`src/spft_pkg.sv`:
```
// Shared types and constants for the sorted PCI function table.
package spft_pkg;

    localparam int DEFAULT_TABLE_DEPTH = 64;
    localparam int LOC_W = 40;
    localparam int IDN_W = 56;
    localparam int KEY_W = LOC_W + IDN_W;
    localparam logic [7:0] DEVICE_MAX = 8'd31;
    localparam logic [7:0] FUNCTION_MAX = 8'd7;

    typedef enum logic [1:0] {
        OP_INSERT = 2'd0,
        OP_READ   = 2'd1,
        OP_CLEAR  = 2'd2,
        OP_NONE   = 2'd3
    } op_t;

    typedef enum logic [1:0] {
        ST_OK     = 2'd0,
        ST_FORMAT = 2'd1,
        ST_FULL   = 2'd2,
        ST_INDEX  = 2'd3
    } status_t;

    // RAM read address source
    typedef enum logic [1:0] {
        RD_IDX      = 2'd0,
        RD_COUNT_M1 = 2'd1,
        RD_POS_M2   = 2'd2
    } rd_src_t;

    typedef struct packed {
        logic    capture;
        logic    init_pos;
        logic    shift;
        logic    place;
        logic    clear;
        logic    rd_en;
        rd_src_t rd_src;
        logic    load_data;
        logic    set_status;
        status_t status_code;
        logic    load_out;
    } dp_cmd_t;

    typedef struct packed {
        op_t  op;
        logic fmt_err;
        logic full;
        logic count_zero;
        logic idx_ok;
        logic key_less;
        logic pos_is_one;
    } dp_stat_t;

endpackage

```
`src/spft_ctrl.sv`:
```
// Controller: sequences decode, insertion shifting, reads and result delivery.
module spft_ctrl (
    input  logic                clk,
    input  logic                rst_n,
    input  logic                in_valid,
    output logic                in_ready,
    output logic                out_valid,
    input  logic                out_ready,
    input  spft_pkg::dp_stat_t  stat,
    output spft_pkg::dp_cmd_t   cmd
);
    import spft_pkg::*;

    typedef enum logic [2:0] {
        S_IDLE,
        S_DECIDE,
        S_SHIFT,
        S_PLACE,
        S_RDWAIT,
        S_FINISH
    } state_t;

    state_t state_reg;
    state_t state_next;
    logic   out_valid_reg;
    logic   out_valid_next;

    always_comb
    begin
        cmd            = '0;
        cmd.rd_src     = RD_IDX;
        cmd.status_code = ST_OK;
        state_next     = state_reg;

        unique case (state_reg)
            S_IDLE:
            begin
                if (in_valid)
                begin
                    cmd.capture = 1'b1;
                    state_next  = S_DECIDE;
                end
            end
            S_DECIDE:
            begin
                unique case (stat.op)
                    OP_INSERT:
                    begin
                        if (stat.fmt_err)
                        begin
                            cmd.set_status  = 1'b1;
                            cmd.status_code = ST_FORMAT;
                            state_next      = S_FINISH;
                        end
                        else if (stat.full)
                        begin
                            cmd.set_status  = 1'b1;
                            cmd.status_code = ST_FULL;
                            state_next      = S_FINISH;
                        end
                        else
                        begin
                            cmd.init_pos = 1'b1;
                            cmd.rd_en    = 1'b1;
                            cmd.rd_src   = RD_COUNT_M1;
                            state_next   = stat.count_zero ? S_PLACE : S_SHIFT;
                        end
                    end
                    OP_READ:
                    begin
                        if (stat.idx_ok)
                        begin
                            cmd.rd_en  = 1'b1;
                            cmd.rd_src = RD_IDX;
                            state_next = S_RDWAIT;
                        end
                        else
                        begin
                            cmd.set_status  = 1'b1;
                            cmd.status_code = ST_INDEX;
                            state_next      = S_FINISH;
                        end
                    end
                    OP_CLEAR:
                    begin
                        cmd.clear  = 1'b1;
                        state_next = S_FINISH;
                    end
                    OP_NONE:
                    begin
                        state_next = S_FINISH;
                    end
                endcase
            end
            S_SHIFT:
            begin
                // entry below the insertion point is on the read port
                if (stat.key_less)
                begin
                    cmd.shift  = 1'b1;
                    cmd.rd_en  = 1'b1;
                    cmd.rd_src = RD_POS_M2;
                    state_next = stat.pos_is_one ? S_PLACE : S_SHIFT;
                end
                else
                begin
                    state_next = S_PLACE;
                end
            end
            S_PLACE:
            begin
                cmd.place  = 1'b1;
                state_next = S_FINISH;
            end
            S_RDWAIT:
            begin
                cmd.load_data = 1'b1;
                state_next    = S_FINISH;
            end
            S_FINISH:
            begin
                if (!out_valid_reg || out_ready)
                begin
                    cmd.load_out = 1'b1;
                    state_next   = S_IDLE;
                end
            end
            default:
            begin
                state_next = S_IDLE;
            end
        endcase

        if (cmd.load_out)
        begin
            out_valid_next = 1'b1;
        end
        else if (out_ready)
        begin
            out_valid_next = 1'b0;
        end
        else
        begin
            out_valid_next = out_valid_reg;
        end
    end

    always_ff @(posedge clk or negedge rst_n)
    begin
        if (!rst_n)
        begin
            state_reg     <= S_IDLE;
            out_valid_reg <= 1'b0;
        end
        else
        begin
            state_reg     <= state_next;
            out_valid_reg <= out_valid_next;
        end
    end

    assign in_ready  = (state_reg == S_IDLE);
    assign out_valid = out_valid_reg;

endmodule

```
`config.mk`:
```
export PLATFORM = sky130hd
export DESIGN_NAME = spft_ctrl
export DESIGN_NICKNAME = d
export VERILOG_FILES = /design/src/spft_pkg.sv /design/src/spft_ctrl.sv
export SDC_FILE = /design/constraint.sdc
export NUM_CORES = 1
export LEC_CHECK = 0
export ABC_AREA = 1
export BUFFER_PORTS_ARGS = -buffer_cell sky130_fd_sc_hd__buf_4
export CAP_MARGIN = 20
export CORE_AREA = 2 2 39 41
export CTS_CLUSTER_DIAMETER = 40
export DETAILED_ROUTE_END_ITERATION = 6
export DIE_AREA = 0 0 41 43
export GPL_ROUTABILITY_DRIVEN = 0
export REMOVE_ABC_BUFFERS = 1
export SYNTH_ARGS = -nofsm -noshare
export SYNTH_HDL_FRONTEND = slang
export SYNTH_SLANG_ARGS = --single-unit
export TNS_END_PERCENT = 1
```
`constraint.sdc`:
```
create_clock -name clk -period 1.2 [get_ports clk]
set_input_delay 0.06 -clock clk [delete_from_list [all_inputs] [get_ports clk]]
set_output_delay 0.06 -clock clk [all_outputs]
set_load 0.05 [all_outputs]
```
==> results.sh <==
export IMPL_status="complete, but fails checks"
export IMPL_violations="negative setup slack"
export IMPL_fmax_ghz=0.676
export IMPL_rr_startpoint="state_reg[1]"
export IMPL_synth_top_cells_by_count="15 x inv_1, 9 x nand2_1, 8 x nor2_1"
export IMPL_synth_area_per_cell_um2=6.21
export IMPL_grt_max_degree=7
export IMPL_dieArea_mm2=0.00176
export IMPL_slew_headroom_pct=75.5
export IMPL_grt_use_total_pct=15.6
export IMPL_period_share_pct=123
export IMPL_seqPwrFrac_pct=17.1
export IMPL_io_buffer_count=26
export IMPL_cts_tree="yes"
export IMPL_crit_fanout=5
export IMPL_rsz0062_at_grt="true"
export IMPL_diodes=0
export IMPL_yosysMostFrequentCell="inv_1"
export IMPL_total_power_mw=1.52
export IMPL_yosysSeqAreaShare_pct=26.4
export IMPL_async_flop_share_pct=100
export IMPL_worstSkewPairLatency_ps=240
export IMPL_drt_iter0_drc=5
export IMPL_postSynthCellCount=61
export IMPL_grt_util_met2_pct=26.6
export IMPL_fin_area_um2=697
export IMPL_setup_slack_ps=-279
export IMPL_largest_register_ffs=3
export IMPL_p_leak_nw=0.388
export IMPL_slowest_stage="dfrtp_2"
export IMPL_dpl_hpwl_um=920
export IMPL_grt_busiest_layer="met2"
export IMPL_regArea_um2=101
export IMPL_required_ps=1140
export IMPL_dieWidth_um=41
export IMPL_netlist_area_leader_share_pct=26.4
export IMPL_cap_violations=0
export IMPL_vias_per_cell=4.53
export IMPL_crit_type="register to output port"
export IMPL_ys_seq_elements=4
export IMPL_drc=0
export IMPL_holdPathStages=4
export IMPL_crit_family="flip-flops"
export IMPL_slew_viol_final=0
export IMPL_vias=494
export IMPL_r2r_end="state_reg[0]"
export IMPL_whs_ps=107
export IMPL_finalSetupViolations=14
export IMPL_netlist_top_cells_area="dfrtp_1 26%, inv_1 15%, nand2_1 8.9%, a21oi_1 7.9%, nand3_1 7.9%"
export IMPL_tns_ps=-2220
export IMPL_cp_cell_sequence="nor3_4 > inv_2 > o211ai_1 > buf_4"
export IMPL_start_util_pct=27.4
export IMPL_grt_overflow=0
export IMPL_layout_drive_gt1_share_pct=47.3
export IMPL_wirelength_mm=1.14
export IMPL_pwr_share_comb_pct=72.0
export IMPL_hp_class="primary input to register"
export IMPL_p_clk_share_pct=10.9
export IMPL_critPathArrivalTime_ps=1420
export IMPL_critPathCaptureType="output port"
export IMPL_grt_antenna_before_repair=0
export IMPL_netlist_area_um2=379
export IMPL_tightest_slew_ps=367
export IMPL_dp_cells=105
export IMPL_row_count=14
export IMPL_p_sw_uw=846
export IMPL_multi_input_area_um2=228
export IMPL_reg2regPathDepth=6
export IMPL_ys_warn_count=0
export IMPL_ys_flop_type="dfrtp_1"
export IMPL_synth_edff_count=0
export IMPL_grtUsageMet3_pct=6.81
export IMPL_fin_crit_ps=1480
export IMPL_io_pins=27
export IMPL_nets=107
export IMPL_p_int_uw=677
export IMPL_whs_endpoint="out_valid"
export IMPL_cts_setup_buffers=0
export IMPL_pre_cts_ws_ps=-44.3
export IMPL_utilization_pct=50.4
export IMPL_grt_pass1_wl_mm=1.86
export IMPL_netSwitchingFraction_pct=55.5
export IMPL_first_global_vias=501
export IMPL_htreeDepth=1
export IMPL_layout_cells_non_filler=109
export IMPL_die_h_um=43
export IMPL_finalHoldViolCount=0
export IMPL_clk_pin_slew_ps=40
export IMPL_root_buffer="clkbuf_4"
export IMPL_detail_route_wl_per_cell_um=10.5
export IMPL_num_fill_cells=153
export IMPL_dpl_cell_area_um2=606
export IMPL_critPathBufInv=2
export IMPL_yosysUniqueCellTypes=15
export IMPL_cts_sinks=4
export IMPL_cts_buffers=3
export IMPL_firstDrtPassIters=4
export IMPL_clock_skew_ps=6.19
export IMPL_p_per_area_mw_per_mm2=2190
export IMPL_cp_start_kind="register"
export IMPL_ir_worst_vdd_mv=0.772
export IMPL_coreArea_mm2=0.00138
export IMPL_area_growth_pct=83.8
export IMPL_synth_area_leader_cell="dfrtp_1"
export IMPL_gr_usage_met1_pct=16.6
export IMPL_cts_buffer_depth=2
export IMPL_cpPeakStageDelay_ps=430
export IMPL_hp_start="out_ready"
export IMPL_antenna_left=0
export IMPL_worst_r2r_setup_slack_ps=40
[power by group through the flow]
stage	Sequential, mW	Clock, mW	Combinational [mW]
2_1_floorplan	0.313	0	0.615
3_3_place_gp	0.246	0	1.00
3_5_place_dp	0.250	0	1.01
4_1_cts	0.254	0.174	1.08
5_1_grt	0.268	0.191	1.19
6_report	0.260	0.166	1.10
[routing by layer]
metal / routed length [um] / vias up
met3: 100 / 0
met4: 0 / 0
met1: 462 / 210
li1: - / 256
met5: 0 / -
met2: 581 / 28
[cell usage in the layout (no fill, tap or decap)]
cell | netlist | final
dlygate4sd3_1 | 0 | 1
buf_6 | 1 | 7
nand3b_1 | 2 | 2
o211ai_1 | 1 | 1
inv_2 | 0 | 4
buf_4 | 1 | 22
nor3_4 | 1 | 2
a21oi_1 | 6 | 6
nand3_1 | 6 | 6
nor2_2 | 0 | 1
clkbuf_4 | 0 | 3
nor2_1 | 8 | 7
nor3_1 | 4 | 1
nor3_2 | 0 | 2
nand2_1 | 9 | 9
inv_1 | 15 | 11
or2_1 | 1 | 1
buf_8 | 0 | 1
o21ai_0 | 1 | 1
nand3_2 | 1 | 1
dfrtp_2 | 0 | 1
dfrtp_1 | 4 | 3
[tightest hold or removal path: stages]
cell and delay, ps:
buf_4 80, inv_1 40, nand2_1 70, nand2_1 50
[how the worst max path moves through the flow]
stage | from | slack, ps | cells after the start | to
floorplan | state_reg[2] | -720 | 3 | cmd[8]
global placement | state_reg[2] | -20 | 4 | cmd[7]
detailed placement | state_reg[1] | -40 | 5 | cmd[7]
CTS | state_reg[2] | -290 | 4 | cmd[7]
global route | state_reg[2] | -340 | 4 | cmd[7]
finish | state_reg[2] | -280 | 4 | cmd[7]
[timing repair]
| action | in CTS | in global routing |
|---|---|---|
| pin swaps | 0 | 1 |
| hold buffers | 1 | 0 |
| resized for setup | 15 | 4 |
| endpoints found under the setup margin | 14 | 16 |
| gates cloned | 0 | 0 |
| hold endpoints to repair | 4 | 0 |
[final cells by class]
cell class | count | share of cell area [%]
clock buffer | 3 | 3.23
inverter | 15 | 8.08
multi-input combinational | 40 | 32.7
sequential | 4 | 14.5
tap | 16 | 2.87
timing repair buffer | 31 | 38.6
[cells by family (layout without fill, tap and decap cells)]
kind of cell,Yosys count,after routing,synth area share (%)
AND/OR/NAND/NOR,32,32,42.6
buffers and inverters,17,49,19.8
AO/OA/AOI/OAI,8,8,11.2
flip-flops,4,4,26.4
(Power assumes the default switching activity.)
